File: src/rtl/core/assert_macros.svh
// Assertion macros included by the top-level RTL file
`ifndef ASSERT_MACROS_SVH
`define ASSERT_MACROS_SVH

// Check an implication on every clock edge outside reset
`define ASSERT_IMPL(label, ante, cons, msg) \
    label: assert property (@(posedge clk) disable iff (!rst_n) (ante) |-> (cons)) \
        else $error(msg);

// Check an implication in the cycle after the antecedent
`define ASSERT_NEXT(label, ante, cons, msg) \
    label: assert property (@(posedge clk) disable iff (!rst_n) (ante) |=> (cons)) \
        else $error(msg);

`endif

File: src/rtl/core/rlp_pkg.sv
// Package for the RSSI lock picker: payload types, controller states, constants
`default_nettype none
package rlp_pkg;

    localparam int FilterDepth = 8;
    localparam int HistIdxW    = 3;
    localparam int CountW      = 4;
    localparam int SumW        = 11;
    localparam int CfgIdxW     = 3;
    localparam int CfgDataW    = 16;

    localparam logic [CfgIdxW-1:0] CfgLockThreshold = 3'd0;
    localparam logic [CfgIdxW-1:0] CfgLockHold      = 3'd1;
    localparam logic [CfgIdxW-1:0] CfgSwitchMargin  = 3'd2;
    localparam logic [CfgIdxW-1:0] CfgSwitchHold    = 3'd3;
    localparam logic [CfgIdxW-1:0] CfgLost          = 3'd4;

    localparam logic signed [7:0] EmptyMean = -8'sd127;

    typedef struct packed {
        logic [47:0]       sender_address;
        logic signed [7:0] rssi_dbm;
        logic [31:0]       now_ms;
    } in_item_t;

    typedef struct packed {
        logic        locked;
        logic [47:0] candidate_address;
    } out_item_t;

    typedef enum logic [2:0] {
        ST_IDLE,
        ST_AGE,
        ST_CMEAN,
        ST_DECIDE,
        ST_HMEAN,
        ST_FINISH,
        ST_OUT
    } state_t;

    // controller -> datapath
    typedef struct packed {
        logic load;
        logic age;
        logic div_start_cand;
        logic div_start_chal;
        logic decide;
        logic finish;
    } cmd_t;

    // datapath -> controller
    typedef struct packed {
        logic div_done;
        logic need_chal_mean;
        logic locked;
    } status_t;

endpackage
`default_nettype wire

File: src/rtl/core/rlp_divider.sv
// Iterative signed divider: history sum by count, truncating toward zero
`default_nettype none
module rlp_divider (
    input  wire logic                            clk,
    input  wire logic                            rst_n,
    input  wire logic                            start,
    input  wire logic signed [rlp_pkg::SumW-1:0] dividend,
    input  wire logic [rlp_pkg::CountW-1:0]      divisor,
    output logic                                 done,
    output logic signed [7:0]                    quotient
);
    logic [rlp_pkg::SumW-1:0]  mag_reg, mag_next;
    logic [rlp_pkg::CountW:0]  rem_reg, rem_next;
    logic [rlp_pkg::CountW-1:0] dvs_reg, dvs_next;
    logic [3:0]                step_reg, step_next;
    logic                      neg_reg, neg_next;
    logic                      busy_reg, busy_next;
    logic                      done_reg, done_next;
    logic [rlp_pkg::CountW:0]  trial;
    logic [rlp_pkg::SumW-1:0]  q_signed;

    always_comb
    begin
        mag_next  = mag_reg;
        rem_next  = rem_reg;
        dvs_next  = dvs_reg;
        step_next = step_reg;
        neg_next  = neg_reg;
        busy_next = busy_reg;
        done_next = 1'b0;
        trial     = {rem_reg[rlp_pkg::CountW-1:0], mag_reg[rlp_pkg::SumW-1]};
        if (start)
        begin
            neg_next  = dividend[rlp_pkg::SumW-1];
            mag_next  = dividend[rlp_pkg::SumW-1] ? -dividend : dividend;
            rem_next  = '0;
            dvs_next  = divisor;
            step_next = '0;
            busy_next = 1'b1;
        end
        else if (busy_reg)
        begin
            // shift one quotient bit in per cycle
            if (trial >= {1'b0, dvs_reg})
            begin
                rem_next = trial - {1'b0, dvs_reg};
                mag_next = {mag_reg[rlp_pkg::SumW-2:0], 1'b1};
            end
            else
            begin
                rem_next = trial;
                mag_next = {mag_reg[rlp_pkg::SumW-2:0], 1'b0};
            end
            step_next = step_reg + 4'd1;
            if (step_reg == 4'(rlp_pkg::SumW - 1))
            begin
                busy_next = 1'b0;
                done_next = 1'b1;
            end
        end
    end

    always_ff @(posedge clk or negedge rst_n)
    begin
        if (!rst_n)
        begin
            busy_reg <= 1'b0;
            done_reg <= 1'b0;
        end
        else
        begin
            busy_reg <= busy_next;
            done_reg <= done_next;
        end
    end

    always_ff @(posedge clk)
    begin
        mag_reg  <= mag_next;
        rem_reg  <= rem_next;
        dvs_reg  <= dvs_next;
        step_reg <= step_next;
        neg_reg  <= neg_next;
    end

    assign q_signed = neg_reg ? -mag_reg : mag_reg;
    assign quotient = q_signed[7:0];
    assign done     = done_reg;
endmodule
`default_nettype wire

File: src/rtl/core/rlp_datapath.sv
// Datapath: candidate and challenger tracks, config registers, decisions
`default_nettype none
module rlp_datapath (
    input  wire logic                          clk,
    input  wire logic                          rst_n,
    input  wire logic                          cfg_we,
    input  wire logic [rlp_pkg::CfgIdxW-1:0]   cfg_index,
    input  wire logic [rlp_pkg::CfgDataW-1:0]  cfg_data,
    input  wire rlp_pkg::in_item_t             item,
    input  wire rlp_pkg::cmd_t                 cmd,
    output rlp_pkg::status_t                   status,
    output rlp_pkg::out_item_t                 result
);
    localparam int D = rlp_pkg::FilterDepth;
    localparam int SW = rlp_pkg::SumW;

    logic [6:0]  thr_reg, margin_reg;
    logic [15:0] lock_hold_reg, sw_hold_reg, lost_reg;

    logic                          locked_reg;
    logic [47:0]                   c_addr_reg, h_addr_reg;
    logic signed [7:0]             c_hist_reg [D];
    logic signed [7:0]             h_hist_reg [D];
    logic [rlp_pkg::CountW-1:0]    c_cnt_reg, h_cnt_reg;
    logic [31:0]                   c_seen_reg, c_hold_reg, h_seen_reg, h_hold_reg;
    rlp_pkg::in_item_t             in_reg;
    logic signed [SW-1:0]          c_sum, h_sum;
    logic signed [7:0]             c_mean_reg;
    logic                          need_h_reg;

    logic                          div_start, div_done;
    logic signed [SW-1:0]          div_num;
    logic [rlp_pkg::CountW-1:0]    div_den;
    logic signed [7:0]             div_q;

    // sums over pushed entries; histories hold zero beyond count
    always_comb
    begin
        c_sum = '0;
        h_sum = '0;
        for (int i = 0; i < D; i++)
        begin
            c_sum = c_sum + SW'(c_hist_reg[i]);
            h_sum = h_sum + SW'(h_hist_reg[i]);
        end
    end

    assign div_start = cmd.div_start_cand | cmd.div_start_chal;
    assign div_num   = cmd.div_start_cand ? c_sum : h_sum;
    assign div_den   = cmd.div_start_cand ? c_cnt_reg : h_cnt_reg;

    rlp_divider u_div (
        .clk      (clk),
        .rst_n    (rst_n),
        .start    (div_start),
        .dividend (div_num),
        .divisor  (div_den),
        .done     (div_done),
        .quotient (div_q)
    );

    logic signed [9:0] limit;
    logic signed [8:0] lock_min;
    logic              h_match;
    assign limit    = 10'(c_mean_reg) + 10'($signed({1'b0, margin_reg}));
    assign lock_min = -$signed({2'b0, thr_reg});
    assign h_match  = (h_cnt_reg != '0) && (h_addr_reg == in_reg.sender_address);

    always_ff @(posedge clk or negedge rst_n)
    begin
        if (!rst_n)
        begin
            thr_reg       <= 7'd50;
            lock_hold_reg <= 16'd2000;
            margin_reg    <= 7'd3;
            sw_hold_reg   <= 16'd500;
            lost_reg      <= 16'd1000;
            locked_reg    <= 1'b0;
            c_addr_reg    <= '0;
            h_addr_reg    <= '0;
            c_cnt_reg     <= '0;
            h_cnt_reg     <= '0;
            c_seen_reg    <= '0;
            c_hold_reg    <= '0;
            h_seen_reg    <= '0;
            h_hold_reg    <= '0;
            need_h_reg    <= 1'b0;
            c_mean_reg    <= '0;
            for (int i = 0; i < D; i++)
            begin
                c_hist_reg[i] <= '0;
                h_hist_reg[i] <= '0;
            end
        end
        else
        begin
            if (cfg_we)
            begin
                case (cfg_index)
                    rlp_pkg::CfgLockThreshold: thr_reg       <= cfg_data[6:0];
                    rlp_pkg::CfgLockHold:      lock_hold_reg <= cfg_data;
                    rlp_pkg::CfgSwitchMargin:  margin_reg    <= cfg_data[6:0];
                    rlp_pkg::CfgSwitchHold:    sw_hold_reg   <= cfg_data;
                    rlp_pkg::CfgLost:          lost_reg      <= cfg_data;
                    default: ;
                endcase
            end
            // drop stale tracks
            if (cmd.age)
            begin
                if (c_cnt_reg != '0 && (in_reg.now_ms - c_seen_reg) > {16'd0, lost_reg})
                begin
                    c_addr_reg <= '0;
                    c_cnt_reg  <= '0;
                    c_seen_reg <= '0;
                    c_hold_reg <= '0;
                    for (int i = 0; i < D; i++) c_hist_reg[i] <= '0;
                end
                if (h_cnt_reg != '0 && (in_reg.now_ms - h_seen_reg) > {16'd0, sw_hold_reg})
                begin
                    h_addr_reg <= '0;
                    h_cnt_reg  <= '0;
                    h_seen_reg <= '0;
                    h_hold_reg <= '0;
                    for (int i = 0; i < D; i++) h_hist_reg[i] <= '0;
                end
            end
            if (cmd.div_start_cand)
                need_h_reg <= 1'b0;
            if (div_done && !need_h_reg)
                c_mean_reg <= (c_cnt_reg == '0) ? rlp_pkg::EmptyMean : div_q;
            // candidate push, or challenger start/push
            if (cmd.decide)
            begin
                if (c_cnt_reg == '0 || c_addr_reg == in_reg.sender_address)
                begin
                    if (c_cnt_reg == '0)
                    begin
                        c_addr_reg <= in_reg.sender_address;
                        c_hold_reg <= in_reg.now_ms;
                    end
                    if (c_cnt_reg < rlp_pkg::CountW'(D))
                        c_cnt_reg <= c_cnt_reg + 1'b1;
                    for (int i = D - 1; i > 0; i--) c_hist_reg[i] <= c_hist_reg[i-1];
                    c_hist_reg[0] <= in_reg.rssi_dbm;
                    c_seen_reg <= in_reg.now_ms;
                    need_h_reg <= 1'b0;
                end
                else if (!h_match)
                begin
                    if (10'(in_reg.rssi_dbm) > limit)
                    begin
                        h_addr_reg <= in_reg.sender_address;
                        h_cnt_reg  <= rlp_pkg::CountW'(1);
                        h_hist_reg[0] <= in_reg.rssi_dbm;
                        for (int i = 1; i < D; i++) h_hist_reg[i] <= '0;
                        h_seen_reg <= in_reg.now_ms;
                        h_hold_reg <= in_reg.now_ms;
                    end
                end
                else
                begin
                    if (h_cnt_reg < rlp_pkg::CountW'(D))
                        h_cnt_reg <= h_cnt_reg + 1'b1;
                    for (int i = D - 1; i > 0; i--) h_hist_reg[i] <= h_hist_reg[i-1];
                    h_hist_reg[0] <= in_reg.rssi_dbm;
                    h_seen_reg <= in_reg.now_ms;
                    need_h_reg <= 1'b1;
                end
            end
            // commit: lock check for candidate path, switch check for challenger
            if (cmd.finish)
            begin
                if (!need_h_reg)
                begin
                    if (c_addr_reg == in_reg.sender_address)
                    begin
                        if (div_q >= 8'(lock_min))
                        begin
                            if ((in_reg.now_ms - c_hold_reg) >= {16'd0, lock_hold_reg})
                                locked_reg <= 1'b1;
                        end
                        else
                            c_hold_reg <= in_reg.now_ms;
                    end
                end
                else if (10'(div_q) <= limit)
                begin
                    h_addr_reg <= '0;
                    h_cnt_reg  <= '0;
                    h_seen_reg <= '0;
                    h_hold_reg <= '0;
                    for (int i = 0; i < D; i++) h_hist_reg[i] <= '0;
                end
                else if ((in_reg.now_ms - h_hold_reg) >= {16'd0, sw_hold_reg})
                begin
                    c_addr_reg <= h_addr_reg;
                    c_cnt_reg  <= h_cnt_reg;
                    c_seen_reg <= h_seen_reg;
                    c_hold_reg <= in_reg.now_ms;
                    for (int i = 0; i < D; i++) c_hist_reg[i] <= h_hist_reg[i];
                    h_addr_reg <= '0;
                    h_cnt_reg  <= '0;
                    h_seen_reg <= '0;
                    h_hold_reg <= '0;
                    for (int i = 0; i < D; i++) h_hist_reg[i] <= '0;
                end
            end
        end
    end

    always_ff @(posedge clk)
    begin
        if (cmd.load)
            in_reg <= item;
    end

    assign status.div_done       = div_done;
    assign status.need_chal_mean = need_h_reg;
    assign status.locked         = locked_reg;
    assign result.locked            = locked_reg;
    assign result.candidate_address = c_addr_reg;
endmodule
`default_nettype wire

File: src/rtl/core/rlp_ctrl.sv
// Controller: sequences one transaction through aging, means and decisions, or straight to output once locked
`default_nettype none
module rlp_ctrl (
    input  wire logic             clk,
    input  wire logic             rst_n,
    input  wire logic             in_valid,
    output logic                  in_ready,
    output logic                  out_valid,
    input  wire logic             out_ready,
    input  wire rlp_pkg::status_t status,
    output rlp_pkg::cmd_t         cmd
);
    rlp_pkg::state_t state_reg, state_next;
    logic            entry_reg, entry_next;

    always_comb
    begin
        state_next = state_reg;
        case (state_reg)
            rlp_pkg::ST_IDLE:
                if (in_valid) state_next = status.locked ? rlp_pkg::ST_OUT : rlp_pkg::ST_AGE;
            rlp_pkg::ST_AGE:    state_next = rlp_pkg::ST_CMEAN;
            rlp_pkg::ST_CMEAN:  if (status.div_done) state_next = rlp_pkg::ST_DECIDE;
            rlp_pkg::ST_DECIDE: state_next = rlp_pkg::ST_HMEAN;
            rlp_pkg::ST_HMEAN:  if (status.div_done) state_next = rlp_pkg::ST_FINISH;
            rlp_pkg::ST_FINISH: state_next = rlp_pkg::ST_OUT;
            rlp_pkg::ST_OUT:    if (out_ready) state_next = rlp_pkg::ST_IDLE;
            default:            state_next = rlp_pkg::ST_IDLE;
        endcase
    end

    // high on the first cycle spent in a state
    assign entry_next = (state_next != state_reg);

    always_comb
    begin
        cmd       = '0;
        in_ready  = 1'b0;
        out_valid = 1'b0;
        case (state_reg)
            rlp_pkg::ST_IDLE:
            begin
                in_ready = 1'b1;
                cmd.load = in_valid;
            end
            rlp_pkg::ST_AGE:    cmd.age = 1'b1;
            rlp_pkg::ST_CMEAN:  cmd.div_start_cand = entry_reg;
            rlp_pkg::ST_DECIDE: cmd.decide = 1'b1;
            rlp_pkg::ST_HMEAN:
            begin
                // candidate path re-divides the candidate, challenger path the challenger
                cmd.div_start_cand = entry_reg && !status.need_chal_mean;
                cmd.div_start_chal = entry_reg && status.need_chal_mean;
            end
            rlp_pkg::ST_FINISH: cmd.finish = 1'b1;
            rlp_pkg::ST_OUT:    out_valid = 1'b1;
            default: ;
        endcase
    end

    always_ff @(posedge clk or negedge rst_n)
    begin
        if (!rst_n)
        begin
            state_reg <= rlp_pkg::ST_IDLE;
            entry_reg <= 1'b1;
        end
        else
        begin
            state_reg <= state_next;
            entry_reg <= entry_next;
        end
    end
endmodule
`default_nettype wire

File: src/rtl/core/rssi_lock_picker.sv
// Sequence from input accept to output valid: age, two mean steps on the shared
// 11-step divider, decide, finish; straight to output once locked.
// A new transaction is accepted only after the previous result is taken.
// Reset: rst_n asynchronous active low; clears tracks, lock flag, and
// loads register defaults.
`default_nettype none
`include "assert_macros.svh"
module rssi_lock_picker (
    input  wire logic                         clk,
    input  wire logic                         rst_n,
    input  wire logic                         in_valid,
    output logic                              in_ready,
    input  wire rlp_pkg::in_item_t            in_data,
    output logic                              out_valid,
    input  wire logic                         out_ready,
    output rlp_pkg::out_item_t                out_data,
    input  wire logic                         cfg_we,
    input  wire logic [rlp_pkg::CfgIdxW-1:0]  cfg_index,
    input  wire logic [rlp_pkg::CfgDataW-1:0] cfg_data
);
    rlp_pkg::cmd_t    cmd;
    rlp_pkg::status_t status;

    rlp_ctrl u_ctrl (
        .clk       (clk),
        .rst_n     (rst_n),
        .in_valid  (in_valid),
        .in_ready  (in_ready),
        .out_valid (out_valid),
        .out_ready (out_ready),
        .status    (status),
        .cmd       (cmd)
    );

    rlp_datapath u_dp (
        .clk       (clk),
        .rst_n     (rst_n),
        .cfg_we    (cfg_we),
        .cfg_index (cfg_index),
        .cfg_data  (cfg_data),
        .item      (in_data),
        .cmd       (cmd),
        .status    (status),
        .result    (out_data)
    );

    `ASSERT_IMPL(a_no_overlap, in_ready, !out_valid, "input and output open together")
    `ASSERT_NEXT(a_lock_sticky, out_data.locked, out_data.locked, "lock flag dropped")
    `ASSERT_NEXT(a_out_hold, out_valid && !out_ready, out_valid, "result withdrawn")
endmodule
`default_nettype wire
File: config.mk
export PLATFORM = sky130hd
export DESIGN_NAME = rssi_lock_picker
export DESIGN_NICKNAME = d
export VERILOG_FILES = /design/src/rtl/core/rlp_pkg.sv /design/src/rtl/core/rlp_divider.sv /design/src/rtl/core/rlp_datapath.sv /design/src/rtl/core/rlp_ctrl.sv /design/src/rtl/core/rssi_lock_picker.sv
export VERILOG_INCLUDE_DIRS = /design/src /design/src/rtl/core
export SDC_FILE = /design/constraint.sdc
export NUM_CORES = 2
export LEC_CHECK = 0
export BUFFER_PORTS_ARGS = -buffer_cell sky130_fd_sc_hd__buf_2
export CAP_MARGIN = 0
export CORE_MARGIN = 2
export CORE_UTILIZATION = 50
export DETAILED_ROUTE_END_ITERATION = 10
export PLACE_DENSITY = 0.72
export SKIP_LAST_GASP = 1
export SYNTH_ARGS = -nofsm -noshare
export SYNTH_HDL_FRONTEND = slang
export SYNTH_SLANG_ARGS = --single-unit
File: constraint.sdc
create_clock -name clk -period 5.5 [get_ports clk]
set_input_delay 0 -clock clk [delete_from_list [all_inputs] [get_ports clk]]
set_output_delay 0 -clock clk [all_outputs]
set_load 0.05 [all_outputs]
==> run_results.csv <==
group,metric,value,unit
run_status,status,"finished, violations left",
run_status,violations,"negative hold slack, negative setup slack",
route,route.detailed.drc,0,
synthesis,synth_top_family_by_area,"compound AO/OA/AOI/OAI gates",
synthesis,synth_area_per_cell,9.50,µm²
cells_and_area,nets,4699,
synthesis,synth_seq_cells,550,
clock_tree,cts-htree-levels,3,
cells_and_area,area_growth_syn_to_layout,20.3,%
synthesis,synthXorXnorAreaFrac,5.89,%
timing,drv_slew,0,
cells_and_area,largest_register_ffs,88,
power,p_seq_share,32.2,%
timing,min_period_over_period,105,%
job,maxCapViolCount,0,
power,power.switching,0.00631,W
synthesis,synthFlopType,"dfrtp_1",
synthesis,synth_compound_area_share,19.7,%
synthesis,synth_fa_ha_area_share,14.5,%
die,die_h,274,µm
global_route,grt_pass1_wl,158,mm
synthesis,synth_edf_count,104,
global_route,grt_max_degree,150,
die,die-area,75300,µm²
power,power,0.0165,W
placed_design,gp_congestion,0.919,
cells_and_area,antennaDiodeCount,0,
route,wl,104,mm
route,drt-pass1-iter-count,6,
route,routedWlPerCell,19.8,µm
cells_and_area,final_layout_size_suffix_gt1_share,14.4,%
timing,slew_headroom,19.7,%
timing,hold_viol_final,4,
clock_tree,cts_num_sinks,550,
global_route,gr-total-overflow,0,
synthesis,synth_nets,4327,
power,power_frac_comb,40.3,%
die,die_w,274,µm
global_route,grt_pass1_vias,29100,
synthesis,syn_inst,3849,
setup_path,cp.arrival,6.08,ns
global_route,antenna_found_initial,1,
clock_tree,root_buffer,"clkbuf_16",
power,netSwitchingFraction,38.2,%
setup_path,crit_required,5.82,ns
power,p_leak,20.9,nW
synthesis,synthSimpleGateAreaFrac,12.5,%
clock_tree,insertion_delay,0.64,ns
die,num_rows,99,
worst_hold_path,hold_class,"input pin to async pin",
clock_tree,cts_tree,"built",
synthesis,postSynth.asyncResetShare,79.6,%
synthesis,syn-cell-area,36600,µm²
timing,post-route-min-period,5.76,ns
placed_design,dp.final_hpwl,69.4,mm
power,powerDensity,375,nW/µm²
cells_and_area,layout_common_cells,"455 x nand2_1, 414 x dfrtp_1, 362 x inv_1",
synthesis,synth_mux_area_share,2.50,%
synthesis,ys_seq_area_share,39.0,%
synthesis,yosysWarnings,0,
timing,setup_viol,80,
setup_path,endpoint_kind,"flip-flop",
die,boundaryPins,163,
global_route,grt_usage,26.2,%
placed_design,dp_slack,-0.353,ns
power,pwr-share-clk,27.5,%
route,ant_nets,0,
timing,grt_setup_unrepaired,"yes",
route,num_vias,30400,
cells_and_area,layout_commonest_cell,"nand2_1",
die,initial_core_util,50.3,%
route,drt_iter0_drc,2703,
timing,clock.fmax,174,MHz
setup_path,crit_fanout,5,
power,peakVddDrop,0.315,mV
timing,fin_ws,-0.259,ns
placed_design,io_buffers,162,
setup_path,critPathKind,"flip-flop to flip-flop",
timing,holdWs,-0.0141,ns
timing,worst_slew_pin_slew,1.20,ns
timing,fin_worst_skew,0.0453,ns
clock_tree,clockBufferDepth,3,
cells_and_area,regArea,14300,µm²
setup_path,startpoint_type,"flip-flop",
clock_tree,numCtsBuffers,66,
die,core,72700,µm²
route,viasPerCell,5.81,
cells_and_area,fillers,5972,
synthesis,synth_cell_types,83,
clock_tree,clk_pin_slew,0.06,ns
cells_and_area,multi_input_comb_area,20700,µm²
power,p_int,0.0102,W
-- worst max-delay path: stages (launching register included) --
cell and delay (ns):
dfrtp_1 0.38, inv_1 0.08, fa_1 0.43, inv_2 0.08
ha_4 0.14, inv_1 0.06, fa_1 0.55, inv_1 0.06
fa_1 0.48, inv_1 0.05, fa_1 0.47, inv_1 0.05
fa_1 0.44, ha_2 0.20, fa_2 0.34, a21o_1 0.17
a21oi_2 0.14, o21bai_1 0.11, a21oi_2 0.17, o21bai_1 0.09
a21oi_2 0.15, xnor2_1 0.15, mux2i_1 0.12, buf_4 0.18
nor2_1 0.13, xnor2_1 0.14, o21ai_0 0.11
-- cell families (layout without fill, tap and decap cells) --
| kind of cell | count (synthesis) | in the layout |
|---|---|---|
| mux | 87 | 87 |
| simple gates | 999 | 999 |
| buf+inv | 537 | 962 |
| flops | 550 | 550 |
| xor+xnor | 246 | 246 |
| compound gates | 1064 | 1065 |
| fa+ha+maj | 366 | 366 |
-- path summary, 6_finish.rpt --
kind	to	start	slack (ns)	cells after the start
setup reg to reg	u_dp.u_div.mag_reg[4]	u_dp.c_hist_reg[49]	-0.26	26
setup / recovery	u_dp.u_div.mag_reg[4]	u_dp.c_hist_reg[49]	-0.26	26
min in group clk	u_dp.margin_reg[5]	cfg_index[2]	0.06	5
hold reg to reg	u_dp.c_seen_reg[16]	u_dp.c_seen_reg[16]	0.48	1
hold / removal	u_dp.c_hold_reg[28]	rst_n	-0.01	2
max in group asynchronous	u_dp.h_hold_reg[18]	rst_n	4.06	3
-- per-layer routing --
metal / global-route usage [%] / routed length (µm) / up-vias
met5: 0 / 0 / -
met4: 7.92 / 2880 / 0
met3: 3.11 / 6430 / 183
met2: 41.9 / 48000 / 1011
met1: 37.3 / 46600 / 14900
li1: - / - / 14300
-- per-stage QoR --
step	instances	cell area, µm²	util, %	setup TNS, ns
5_1_grt	5234	44000	60.5	-42.14
3_3_place_gp	4936	39200	53.9	-5.81
4_1_cts	5180	42700	58.8	-2.56
3_5_place_dp	4936	39200	53.9	-11.84
2_1_floorplan	3849	36600	-	0
6_report	5234	44000	60.5	-6.32
-- synth_stat cells (all sizes together) (98+ instances only) --
cell type,instances,area [µm²]
ha,268,3350
nand2,456,1710
dfrtp,414,10400
xnor2,172,1510
inv,370,1390
clkbuf,120,450
fa,98,1960
nor2,202,758
a21o,161,1210
a22o,133,1160
edfxtp,104,3120
o21ai,210,1050
a21oi,269,1350
-- power by group through the flow --
stage	logic [W]	registers, W	clock network (W)
CTS	0.00619	0.00533	0.00459
global placement	0.00591	0.00538	0
detailed placement	0.00604	0.00539	0
global route	0.00737	0.00538	0.00477
finish	0.00665	0.00532	0.00454
floorplan	0.00426	0.00537	0
-- repair_timing --
| action | in CTS | in global routing |
|---|---|---|
| gates cloned | 1 | 30 |
| pin swaps | 18 | 117 |
| hold buffers | 117 | 0 |
| resized for setup | 22 | 93 |
| hold endpoints to repair | 258 | 0 |
| setup endpoints to repair | 341 | 371 |
| buffers inserted | 4 | 24 |
-- cell type report --
cell class	count	share of cell area, %
Multi-Input combinational cell	2763	47.0
Timing Repair Buffer	469	9.56
Sequential cell	550	32.4
Inverter	371	3.17
Clock buffer	89	4.11
Tap cell	959	2.73
Clock inverter	33	1.02
(Power assumes the default switching activity.)
